<file path="src/rtl/mtc_rx_pkg.sv">
// ----------------------------------------------------------------------------
// MIDI time code receiver package
// Byte codes, sysex format codes and the sysex control bundle.
// ----------------------------------------------------------------------------
`default_nettype none

package mtc_rx_pkg;

	localparam logic [7:0] MIDI_QUARTER_FRAME = 8'hF1;
	localparam logic [7:0] MIDI_SYSEX_START   = 8'hF0;
	localparam logic [7:0] MIDI_SYSEX_END     = 8'hF7;
	localparam logic [7:0] SX_UNIVERSAL_RT    = 8'h7F;
	localparam logic [7:0] SX_SHORT_SUB_ID    = 8'h01;
	localparam logic [7:0] SX_LONG_SUB_ID     = 8'h06;
	localparam logic [7:0] SX_LONG_COMMAND    = 8'h44;
	localparam logic [7:0] PIECE_MASK_FULL    = 8'hFF;

	localparam int unsigned SX_POS_W = 4;
	localparam logic [SX_POS_W-1:0] SX_POS_MAX = '1;

	typedef enum logic [1:0] {
		SX_UNDECIDED = 2'd0,
		SX_SHORT     = 2'd1,
		SX_LONG      = 2'd2,
		SX_REJECTED  = 2'd3
	} sx_fmt_t;

	typedef struct packed {
		sx_fmt_t fmt;
		logic    clr_offset;
		logic    ld_hour;
		logic    ld_rate;
		logic    ld_minute;
		logic    ld_second;
		logic    ld_frame;
	} sx_ctl_t;

endpackage

`default_nettype wire

</file>
<file path="src/rtl/mtc_rx_sysex.sv">
// ----------------------------------------------------------------------------
// MIDI time code receiver sysex decoder
// Checks one byte of a running universal real-time sysex against the short
// and long full-timecode headers and tells which published field it loads.
// ----------------------------------------------------------------------------
`default_nettype none

module mtc_rx_sysex
	import mtc_rx_pkg::*;
(
	input  wire logic [7:0]          data,
	input  wire logic [SX_POS_W-1:0] pos,
	input  wire sx_fmt_t             fmt,
	output sx_ctl_t                  ctl
);

	logic reject;

	always_comb begin
		ctl = '0;
		ctl.fmt = fmt;
		reject = 1'b0;
		if (fmt == SX_REJECTED) begin
			reject = 1'b1;
		end else if (pos < 4'd2 && data != SX_UNIVERSAL_RT) begin
			reject = 1'b1;
		end else if (pos < 4'd3 && fmt != SX_UNDECIDED) begin
			reject = 1'b1;
		end else if (pos == 4'd2) begin
			if (data == SX_SHORT_SUB_ID) begin
				ctl.fmt = SX_SHORT;
			end
			if (data == SX_LONG_SUB_ID) begin
				ctl.fmt = SX_LONG;
			end
			ctl.clr_offset = 1'b1;
		end else if (pos > 4'd2 && fmt == SX_UNDECIDED) begin
			reject = 1'b1;
		end else if (fmt == SX_SHORT) begin
			case (pos)
				4'd3: reject = (data != SX_SHORT_SUB_ID);
				4'd4: begin
					ctl.ld_hour = 1'b1;
					ctl.ld_rate = 1'b1;
				end
				4'd5: ctl.ld_minute = 1'b1;
				4'd6: ctl.ld_second = 1'b1;
				4'd7: ctl.ld_frame = 1'b1;
				default: reject = (pos > 4'd7);
			endcase
		end else if (fmt == SX_LONG) begin
			case (pos)
				4'd3: reject = (data != SX_LONG_COMMAND);
				4'd4: reject = (data != SX_LONG_SUB_ID);
				4'd5: reject = (data != SX_SHORT_SUB_ID);
				4'd6: ctl.ld_hour = 1'b1;
				4'd7: ctl.ld_minute = 1'b1;
				4'd8: ctl.ld_second = 1'b1;
				4'd9: ctl.ld_frame = 1'b1;
				default: reject = (pos > 4'd9);
			endcase
		end
		if (reject) begin
			ctl.fmt = SX_REJECTED;
		end
	end

endmodule

`default_nettype wire

</file>
<file path="src/rtl/midi_timecode_receiver_unit.sv">
// ----------------------------------------------------------------------------
// MIDI time code receiver
// Decodes quarter-frame messages and full-timecode sysex messages from a raw
// MIDI byte stream and reports the published timecode after every byte.
// ----------------------------------------------------------------------------
//
//   Channel  Handshake            Payload
//   input    in_valid, in_stall   midi_byte
//   output   out_valid, out_stall hours, minutes, seconds, frames, rate_code,
//                                 quarter_offset, locked, quarter_taken
//
// Each byte is decoded in the cycle of its transfer and its result appears in
// the output register on the next cycle, one byte per clock unless stalled.
// The decoder state doubles as the output register, so a byte is taken
// whenever the output register is empty or is being read in the same cycle.
// Reset clears all state; the first result follows the first transfer.
// ----------------------------------------------------------------------------
`default_nettype none

module midi_timecode_receiver_unit
	import mtc_rx_pkg::*;
(
	input  wire logic              clk,
	input  wire logic              arst_n,
	input  wire logic              in_valid,
	output logic                   in_stall,
	input  wire logic [7:0]        midi_byte,
	output logic                   out_valid,
	input  wire logic              out_stall,
	output logic [4:0]             hours,
	output logic [7:0]             minutes,
	output logic [7:0]             seconds,
	output logic [7:0]             frames,
	output logic [1:0]             rate_code,
	output logic signed [4:0]      quarter_offset,
	output logic                   locked,
	output logic                   quarter_taken
);

	logic                in_xfer;
	logic                out_valid_q;
	logic                qf_pending_q;
	logic [7:0]          asm_frame_q, asm_second_q, asm_minute_q;
	logic [4:0]          asm_hour_q;
	logic [1:0]          asm_rate_q;
	logic [2:0]          cur_piece_q, prev_piece_q;
	logic [7:0]          piece_mask_q;
	logic [4:0]          out_hour_q;
	logic [7:0]          out_minute_q, out_second_q, out_frame_q;
	logic [1:0]          out_rate_q;
	logic [4:0]          out_offset_q;
	logic                sx_active_q;
	logic [SX_POS_W-1:0] sx_position_q;
	sx_fmt_t             sx_format_q;
	logic                taken_q;

	logic [7:0]          asm_frame_n, asm_second_n, asm_minute_n;
	logic [4:0]          asm_hour_n;
	logic [1:0]          asm_rate_n;
	logic [2:0]          cur_piece_n, prev_piece_n;
	logic [7:0]          piece_mask_n;
	logic [4:0]          out_hour_n;
	logic [7:0]          out_minute_n, out_second_n, out_frame_n;
	logic [1:0]          out_rate_n;
	logic [4:0]          out_offset_n;
	logic                sx_active_n;
	logic [SX_POS_W-1:0] sx_position_n;
	sx_fmt_t             sx_format_n;
	logic                taken_n;
	logic [2:0]          piece;
	logic [2:0]          step;
	logic                sx_live;
	sx_ctl_t             sx_ctl;

	assign in_stall = out_valid_q & out_stall;
	assign in_xfer  = in_valid & ~in_stall;

	mtc_rx_sysex u_sysex (
		.data (midi_byte),
		.pos  (sx_position_q),
		.fmt  (sx_format_q),
		.ctl  (sx_ctl)
	);

	always_comb begin
		asm_frame_n   = asm_frame_q;
		asm_second_n  = asm_second_q;
		asm_minute_n  = asm_minute_q;
		asm_hour_n    = asm_hour_q;
		asm_rate_n    = asm_rate_q;
		cur_piece_n   = cur_piece_q;
		prev_piece_n  = prev_piece_q;
		piece_mask_n  = piece_mask_q;
		out_hour_n    = out_hour_q;
		out_minute_n  = out_minute_q;
		out_second_n  = out_second_q;
		out_frame_n   = out_frame_q;
		out_rate_n    = out_rate_q;
		out_offset_n  = out_offset_q;
		sx_active_n   = sx_active_q;
		sx_position_n = sx_position_q;
		sx_format_n   = sx_format_q;
		taken_n       = 1'b0;
		piece         = midi_byte[6:4];
		step          = 3'd0;

		if (qf_pending_q && !midi_byte[7]) begin
			taken_n      = 1'b1;
			prev_piece_n = cur_piece_q;
			cur_piece_n  = piece + 3'd1;
			piece_mask_n = piece_mask_q | (8'd1 << cur_piece_n);
			case (piece)
				3'd0: asm_frame_n[3:0]  = midi_byte[3:0];
				3'd1: asm_frame_n[7:4]  = midi_byte[3:0];
				3'd2: asm_second_n[3:0] = midi_byte[3:0];
				3'd3: asm_second_n[7:4] = midi_byte[3:0];
				3'd4: asm_minute_n[3:0] = midi_byte[3:0];
				3'd5: asm_minute_n[7:4] = midi_byte[3:0];
				3'd6: asm_hour_n[3:0]   = midi_byte[3:0];
				default: begin
					asm_hour_n[4] = midi_byte[0];
					asm_rate_n    = midi_byte[2:1];
					if (piece_mask_n == PIECE_MASK_FULL) begin
						out_hour_n   = asm_hour_n;
						out_minute_n = asm_minute_n;
						out_second_n = asm_second_n;
						out_frame_n  = asm_frame_n;
						out_rate_n   = asm_rate_n;
						asm_hour_n   = '0;
						asm_minute_n = '0;
						asm_second_n = '0;
						asm_frame_n  = '0;
						asm_rate_n   = '0;
						cur_piece_n  = '0;
					end
				end
			endcase
			step = cur_piece_n - prev_piece_n;
			if (piece_mask_n != PIECE_MASK_FULL) begin
				out_offset_n = '0;
			end else if (step == 3'd7) begin
				out_offset_n = 5'd0 - {2'b00, cur_piece_n};
			end else if (step == 3'd1) begin
				out_offset_n = {2'b00, cur_piece_n} + 5'd7;
			end else begin
				piece_mask_n = '0;
				out_offset_n = '0;
			end
		end

		// A status byte other than sysex start or end aborts a running sysex.
		sx_live = sx_active_q && !(midi_byte[7] && midi_byte != MIDI_SYSEX_END
			&& midi_byte != MIDI_SYSEX_START);
		sx_active_n = sx_live;
		if (midi_byte == MIDI_SYSEX_END) begin
			sx_active_n = 1'b0;
		end else if (!sx_live && midi_byte == MIDI_SYSEX_START) begin
			sx_active_n   = 1'b1;
			sx_position_n = '0;
			sx_format_n   = SX_UNDECIDED;
		end else if (sx_live) begin
			sx_format_n = sx_ctl.fmt;
			if (sx_ctl.clr_offset) begin
				out_offset_n = '0;
			end
			if (sx_ctl.ld_hour) begin
				out_hour_n = midi_byte[4:0];
			end
			if (sx_ctl.ld_rate) begin
				out_rate_n = midi_byte[6:5];
			end
			if (sx_ctl.ld_minute) begin
				out_minute_n = {1'b0, midi_byte[6:0]};
			end
			if (sx_ctl.ld_second) begin
				out_second_n = {1'b0, midi_byte[6:0]};
			end
			if (sx_ctl.ld_frame) begin
				out_frame_n = {1'b0, midi_byte[6:0]};
			end
			if (sx_position_q != SX_POS_MAX) begin
				sx_position_n = sx_position_q + SX_POS_W'(1);
			end
		end
	end

	always_ff @(posedge clk or negedge arst_n) begin
		if (!arst_n) begin
			out_valid_q   <= 1'b0;
			qf_pending_q  <= 1'b0;
			asm_frame_q   <= '0;
			asm_second_q  <= '0;
			asm_minute_q  <= '0;
			asm_hour_q    <= '0;
			asm_rate_q    <= '0;
			cur_piece_q   <= '0;
			prev_piece_q  <= '0;
			piece_mask_q  <= '0;
			out_hour_q    <= '0;
			out_minute_q  <= '0;
			out_second_q  <= '0;
			out_frame_q   <= '0;
			out_rate_q    <= '0;
			out_offset_q  <= '0;
			sx_active_q   <= 1'b0;
			sx_position_q <= '0;
			sx_format_q   <= SX_UNDECIDED;
			taken_q       <= 1'b0;
		end else begin
			out_valid_q <= in_xfer | (out_valid_q & out_stall);
			if (in_xfer) begin
				qf_pending_q  <= (midi_byte == MIDI_QUARTER_FRAME);
				asm_frame_q   <= asm_frame_n;
				asm_second_q  <= asm_second_n;
				asm_minute_q  <= asm_minute_n;
				asm_hour_q    <= asm_hour_n;
				asm_rate_q    <= asm_rate_n;
				cur_piece_q   <= cur_piece_n;
				prev_piece_q  <= prev_piece_n;
				piece_mask_q  <= piece_mask_n;
				out_hour_q    <= out_hour_n;
				out_minute_q  <= out_minute_n;
				out_second_q  <= out_second_n;
				out_frame_q   <= out_frame_n;
				out_rate_q    <= out_rate_n;
				out_offset_q  <= out_offset_n;
				sx_active_q   <= sx_active_n;
				sx_position_q <= sx_position_n;
				sx_format_q   <= sx_format_n;
				taken_q       <= taken_n;
			end
		end
	end

	assign out_valid      = out_valid_q;
	assign hours          = out_hour_q;
	assign minutes        = out_minute_q;
	assign seconds        = out_second_q;
	assign frames         = out_frame_q;
	assign rate_code      = out_rate_q;
	assign quarter_offset = out_offset_q;
	assign locked         = (piece_mask_q == PIECE_MASK_FULL);
	assign quarter_taken  = taken_q;

endmodule

`default_nettype wire
</file>
<file path="config.mk">
export PLATFORM = sky130hd
export DESIGN_NAME = midi_timecode_receiver_unit
export DESIGN_NICKNAME = d
export VERILOG_FILES = /design/src/rtl/mtc_rx_pkg.sv /design/src/rtl/mtc_rx_sysex.sv /design/src/rtl/midi_timecode_receiver_unit.sv
export SDC_FILE = /design/constraint.sdc
export NUM_CORES = 1
export LEC_CHECK = 0
export BUFFER_PORTS_ARGS = -buffer_cell sky130_fd_sc_hd__buf_2
export CAP_MARGIN = 10
export CORE_MARGIN = 5
export CORE_UTILIZATION = 55
export CTS_BUF_LIST = sky130_fd_sc_hd__clkbuf_4 sky130_fd_sc_hd__clkbuf_8
export CTS_CLUSTER_DIAMETER = 150
export DETAILED_ROUTE_END_ITERATION = 8
export PLACE_DENSITY = 0.75
export SYNTH_ARGS = -nofsm -noshare
export SYNTH_HDL_FRONTEND = slang
export SYNTH_SLANG_ARGS = --single-unit
export TNS_END_PERCENT = 100
</file>
<file path="constraint.sdc">
create_clock -name clk -period 3.87 [get_ports clk]
set_input_delay 0.5805 -clock clk [delete_from_list [all_inputs] [get_ports clk]]
set_output_delay 0.5805 -clock clk [all_outputs]
set_load 0.02 [all_outputs]
</file>
Word level (Yosys, flattened, before mapping)

Cells that the tools add are included.

Word-level logic and storage cells: 222
Output and inout bits: 40
Input bits: 12
Memories kept: 0
Bits in writable memories: 0
Bits in read-only memories: 0
Latch bits: 0
Flip-flop bits (word level): 85

Multipliers: 0
Reduce and logical (&&, ||, !) cells: 45
Equality and inequality tests: 37
Muxes and demuxes: 95
Add/sub/neg operators: 5
Shifts and indexed selects: 1
Bitwise operators: 13
Divide/modulo/power cells: 0
$lt $le $gt $ge: 5

Operators by type and width:

| operator           | count |
|---|---|
| $mux 8             | 28 |
| $mux 5             | 16 |
| $pmux 4 s2         | 7 |
| $reduce_or 6->1    | 7 |
| $eq 8x8->1 const B | 5 |
| $reduce_and 4->1   | 8 |
| $mux 2             | 13 |
| $ne 8x8->1 const B | 3 |
| $mux 4             | 5 |
| $reduce_bool 2->1  | 10 |
| $mux 1             | 18 |
| $mux 3             | 6 |
| $eq 4x3->1 const B | 4 |
| $ne 8x7->1 const B | 2 |
| $eq 3x3->1 const B | 4 |
| $ne 3x2->1 const B | 3 |
| $not 1->1          | 9 |
| $eq 4x2->1 const B | 2 |
| $eq 4x4->1 const B | 2 |
| $eq 8x1->1 const B | 1 |
| $eq 8x3->1 const B | 1 |
| $logic_and 1x1->1  | 8 |
| $lt 4x2->1 const B | 2 |
| $ne 8x1->1 const B | 1 |
| 29 further kinds   | 36 |

Logic depth before layout (Yosys ltp)

Word-level depth: 17
Mapped depth: 18
Depth with buffers taken out: 16

Hierarchy

A second synthesis with hierarchy kept.

Cells, all modules: 500
Area total of the unflattened synthesis: 4604.4 um2

By module, submodules not included:

| module                      | cells an instance | instances | seq. area each (um2) | area each (um2) |
|---|---|---|---|---|
| midi_timecode_receiver_unit | 447               | 1         | 2127.0               | 4246.6 |
| mtc_rx_sysex                | 53                | 1         | 0.0                  | 357.8 |

Worst setup path after synthesis

Ideal clock, no wire load.

Kind: input port to flip-flop
Start: input midi_byte[6]
End: register out_offset_q[1], in the netlist quarter_offset[1]
Path buffers: 2
Arrival time: 4.104 ns
Required time: 3.739 ns
Stages: 17
Library setup time: 0.131 ns
Slack: -0.365 ns
Path through: clkbuf_1 inv_1 ha_1 clkbuf_1 nand3_1 a21boi_4 nand2_1 nand2_1 ha_1 inv_1 fa_1 xnor2_1 nor3_1 o21ai_0 o31ai_1 a2111oi_0 o2bb2ai_1

Word-level cells in the longest chain between the ends: 17
Elaborated cells between the ends (all ways): 43
Those cells by class: add/sub: 4; eq/ne: 15; shift: 1; mux: 13; bitwise: 1; reduce/logical: 9

RTL lines:

| element                | RTL line                           | RTL |
|---|---|---|
| start: declaration     | midi_timecode_receiver_unit.sv:27  | `input wire logic [7:0] midi_byte,` |
| $add 3x1->3            | midi_timecode_receiver_unit.sv:110 | `cur_piece_n = piece + 3'd1;` |
| $shl 1x3->8            | midi_timecode_receiver_unit.sv:111 | `piece_mask_n = piece_mask_q \| (8'd1 << cur_piece_n);` |
| $or 8x8->8             | midi_timecode_receiver_unit.sv:111 |  |
| $eq 8x8->1             | midi_timecode_receiver_unit.sv:123 | `if (piece_mask_n == PIECE_MASK_FULL) begin` |
| $mux 3                 | midi_timecode_receiver_unit.sv:123 |  |
| $mux 3                 | midi_timecode_receiver_unit.sv:112 | `case (piece)` |
| $mux 3                 | midi_timecode_receiver_unit.sv:107 | `if (qf_pending_q && !midi_byte[7]) begin` |
| $sub 3x3->3            | midi_timecode_receiver_unit.sv:138 | `step = cur_piece_n - prev_piece_n;` |
| $eq 3x1->1             | midi_timecode_receiver_unit.sv:143 | `end else if (step == 3'd1) begin` |
| $mux 4                 | midi_timecode_receiver_unit.sv:143 |  |
| $mux 5                 | midi_timecode_receiver_unit.sv:141 | `end else if (step == 3'd7) begin` |
| $mux 5                 | midi_timecode_receiver_unit.sv:139 | `if (piece_mask_n != PIECE_MASK_FULL) begin` |
| $mux 5                 | midi_timecode_receiver_unit.sv:107 |  |
| $mux 5                 | midi_timecode_receiver_unit.sv:163 | `if (sx_ctl.clr_offset) begin` |
| $mux 5                 | midi_timecode_receiver_unit.sv:161 | `end else if (sx_live) begin` |
| $mux 5                 | midi_timecode_receiver_unit.sv:157 | `end else if (!sx_live && midi_byte == MIDI_SYSEX_START) begin` |
| $mux 5 *               | midi_timecode_receiver_unit.sv:155 | `if (midi_byte == MIDI_SYSEX_END) begin` |
| end signal: assignment | midi_timecode_receiver_unit.sv:226 | `out_offset_q <= out_offset_n;` |
| end: declaration       | midi_timecode_receiver_unit.sv:51  | `logic [4:0] out_offset_q;` |

Every way passes the cells marked *; elsewhere a longest branch is shown, timed or not. The select of a mux whose other input is x is not followed.
A chain may end at the register's enable or synchronous reset.

Worst setup path after layout

Start: input midi_byte[5]
End: register piece_mask_q[2]

Word-level cells in the longest chain between the ends: 12
Elaborated cells between the ends (all ways): 22
Those cells by class: add/sub: 2; eq/ne: 10; shift: 1; mux: 6; bitwise: 1; reduce/logical: 2

RTL lines:

| element                | RTL line                           | RTL |
|---|---|---|
| $add 3x1->3            | midi_timecode_receiver_unit.sv:110 |  |
| $shl 1x3->8            | midi_timecode_receiver_unit.sv:111 |  |
| $or 8x8->8             | midi_timecode_receiver_unit.sv:111 |  |
| $eq 8x8->1             | midi_timecode_receiver_unit.sv:123 |  |
| $mux 3                 | midi_timecode_receiver_unit.sv:123 |  |
| $mux 3                 | midi_timecode_receiver_unit.sv:112 |  |
| $mux 3                 | midi_timecode_receiver_unit.sv:107 |  |
| $sub 3x3->3            | midi_timecode_receiver_unit.sv:138 |  |
| $eq 3x1->1             | midi_timecode_receiver_unit.sv:143 |  |
| $mux 8                 | midi_timecode_receiver_unit.sv:143 |  |
| $mux 8                 | midi_timecode_receiver_unit.sv:141 |  |
| $mux 8 *               | midi_timecode_receiver_unit.sv:139 |  |
| end signal: assignment | midi_timecode_receiver_unit.sv:220 | `piece_mask_q <= piece_mask_n;` |
| end: declaration       | midi_timecode_receiver_unit.sv:47  | `logic [7:0] piece_mask_q;` |

Marked as above.

==> metrics <==
outcome finished, final reports clean; layout cells sized above 1 24.0%; CTS H-Tree Depth 3; vias per cell 6.48; maxcap violations 0; arrival time of the worst setup path 3.81 ns; Die Wd 105 um; number of global-route vias before repair between 4k and 5k; Synth Flop Type dfrtp_1; Pleak 2.66 nW; Reg2Reg Capture Point piece_mask_q[2]$_DFFE_PN0P_; kind of critical path primary input to flop; Root Buffer clkbuf_8; Max Slew Vio Count 0; Critical path buffers and inverters 4; P per Cell Area 323 nW/um^2; Syn-to-layout area delta 15.3%; maximum VDD drop around 0.19 mV; Synth cell types 78; complex-gate fraction of the synthesized area 24.4%; initial antenna violation count 0; Core Area a little under 9000 um^2; Syn Inst Count 520; R2R Path Start piece_mask_q[7]$_DFFE_PN0P_; clk sinks 85; post-synthesis mux area share approximately 3.2%; TritonCTS clock tree built; Ys Warns 0; clock skew 0.0105 ns; Final Hold Fails 0; syn_area_per_cell just under 10 um^2; HPWL after DPL approximately 9700 um; design area 5760 um^2; most common cell after layout, fill and taps aside dfrtp_1; Slew @ Worst Pin 1.05 ns; clk_lat worst skew around 0.36 ns; Port Buf Inserts 51; Nets between 600 and 700; I/O pin count 52; setup TNS 0 ns; crit path max fanout 8; Total Routing Usage GR approximately 25%; FMAX 281 MHz; DR vias 4510; xor/xnor share of the synthesized area under 10%; initial core utilization 56.7%; Die Height 105 um; dpl ws -0.243 ns; final core occ 65.4%; Pre-antenna DRT Iters 5; clock-pin slew on the worst setup and hold paths about 0.080 ns; n_diodes 0; Post-Synth Simple-Gate Area 20.7%; fin crit period about 3.6 ns; Final Worst Setup Slack 0.312 ns; commonest cells after routing, fill and taps aside dfrtp_1, buf_2, nand2_1, nor2_1, buf_4; Seq/Total Area, Yosys between 40% and 50%; largest net degree at the start of global routing between 80 and 90; drt initial violations 373; syn_nets 546; gr ovfl total 0; FF+latch count, synth 85; placed cell area approximately 5500 um^2; RSZ-0062 raised after global routing no; slew margin rel. 29.8%; post-detailed-routing wire length between 10000 and 15000 um; WL/cell 19.7 um; Critical Path RT 4.12 ns; die area between 10000 and 15000 um^2; Final Power 1.86 mW; Routability Congestion between 0.9 and 1; area share of fa/ha/maj cells after synthesis 3.66%; Synth Cell Area between 4000 and 5000 um^2; crit path max-delay cell type fa_2; EDFF count, synth 0; Startpoint Class primary input; R2R Setup Slk 0.95 ns; first-pass GRT wire length 23100 um; Top Family by Delay on Critical Path adder cells; DRC violations left 0; Max Buffers Root-to-Sink 2; Worst Setup End Kind flop; post-route clock period utilization 91.9%; Rows 34; antenna viol nets, final 0; TritonCTS Buffers 9; Worst R2R Path Depth 15; chain of cells forming the critical path buf_2 -> ha_1 -> ha_2 -> nor4_2 -> and3_1 -> a21boi_4 -> nand2_1 -> nand2_1 -> ha_1 -> inv_1 -> fa_2 -> xor2_4 -> buf_4 -> xnor2_2 -> xor2_1 -> nor2_1 -> nor3_2 -> buf_4 -> nor2_1; Hold Path Class primary input to async pin; ys async rst share 100%; Largest stage delay, worst path 0.43 ns; largest family of logic cells by synthesized area compound AO/OA/AOI/OAI gates; Final setup viols 0
-- metal layers --
metal / vias to the layer above / GRT usage, % / share of wire [%]
met5: - / 0 / 0
met4: 0 / 8.34 / 1.8
met3: 30 / 4.03 / 6.9
met2: 210 / 39.5 / 46
met1: 2184 / 36.6 / 45
li1: 2086 / - / -
-- state kept, by name, summed over array words and instances (netlist names) --
| signal | cells |
|---|---|
| seconds | 8 |
| sx_active_q | 1 |
| sx_format_q | 2 |
| hours | 5 |
| asm_frame_q | 8 |
| rate_code | 2 |
| frames | 8 |
| asm_minute_q | 8 |
| quarter_offset | 5 |
| sx_position_q | 4 |
| asm_hour_q | 4 |
| asm_second_q | 8 |
| cur_piece_q | 3 |
| qf_pending_q | 1 |
| out_valid | 1 |
| piece_mask_q | 8 |
| minutes | 8 |
| quarter_taken | 1 |
-- worst reg2reg max path: stages, from the launching register on --
cell and delay (ns):
dfrtp_1 0.44, and3_1 0.22, a21boi_4 0.18, nand2_1 0.09
nand2_1 0.11, ha_1 0.17, inv_1 0.06, fa_2 0.43
xor2_4 0.21, buf_4 0.16, xnor2_2 0.15, xor2_1 0.15
nor2_1 0.06, nor3_2 0.17, buf_4 0.18, nor2_1 0.05
-- stage by stage --
stage / hold slack (ns) / std cells
floorplan: 0.285 / 520
global placement: 0.459 / 677
detailed placement: 0.465 / 677
CTS: 0.442 / 693
global route: 0.471 / 696
finish: 0.413 / 696
-- worst max-delay path by stage --
stage	from	to	slack, ns	cells after the start
final	midi_byte[5]	piece_mask_q[2]$_DFFE_PN0P_	0.31	19
after global routing	midi_byte[4]	quarter_offset[1]$_DFFE_PN0P_	0.04	17
after CTS	midi_byte[4]	quarter_offset[1]$_DFFE_PN0P_	0.12	17
after detailed placement	midi_byte[4]	quarter_offset[1]$_DFFE_PN0P_	-0.24	17
after global placement	midi_byte[5]	quarter_offset[1]$_DFFE_PN0P_	0.07	17
after floorplan	midi_byte[4]	quarter_offset[1]$_DFFE_PN0P_	-0.03	17
-- repair_timing --
item | in CTS | in global routing
setup buffers | 0 | 3
resized for setup | 0 | 5
hold buffers | 0 | 0
endpoints found under the setup margin | 0 | 1
-- area by class of cell --
cell class / count / area (um^2)
timing repair buffer: 83 / 498
sequential: 85 / 2130
multi-input combinational: 381 / 2710
clock inverter: 6 / 70.1
inverter: 23 / 86.3
tap: 108 / 135
fill: 732 / 3050
clock buffer: 10 / 138
-- cells by family (layout without fill, tap and decap cells) --
family | after synthesis | in the layout
AND/OR/NAND/NOR | 188 | 188
AO/OA/AOI/OAI | 158 | 158
flip-flops | 85 | 85
buffers and inverters | 54 | 122
multiplexers | 15 | 15
adder cells (fa/ha/maj) | 14 | 14
XOR/XNOR | 6 | 6
-- power by group --
part           leakage, nW  switching (mW)  internal [mW]
Combinational         1.44           0.178         0.0992
Sequential            1.12          0.0225          0.906
Clock               0.0951           0.334          0.319
Total                 2.66           0.535           1.32
-- Yosys cell counts, drive strengths merged, types with 10 or more instances --
library cell	instances	area [um^2]
o22ai	16	100
ha	13	163
dfrtp	85	2130
nor3	17	111
inv	23	86.3
nor2b	10	62.6
o21ai	22	110
nand3	18	100
a22o	22	193
buf	13	68.8
nand4	10	68.8
a2bb2oi	11	96.3
nor2	39	149
a21oi	21	131
nand2	42	158
and3	14	87.6
clkbuf	18	67.6
No activity file was read; power rests on OpenSTA's default activity.
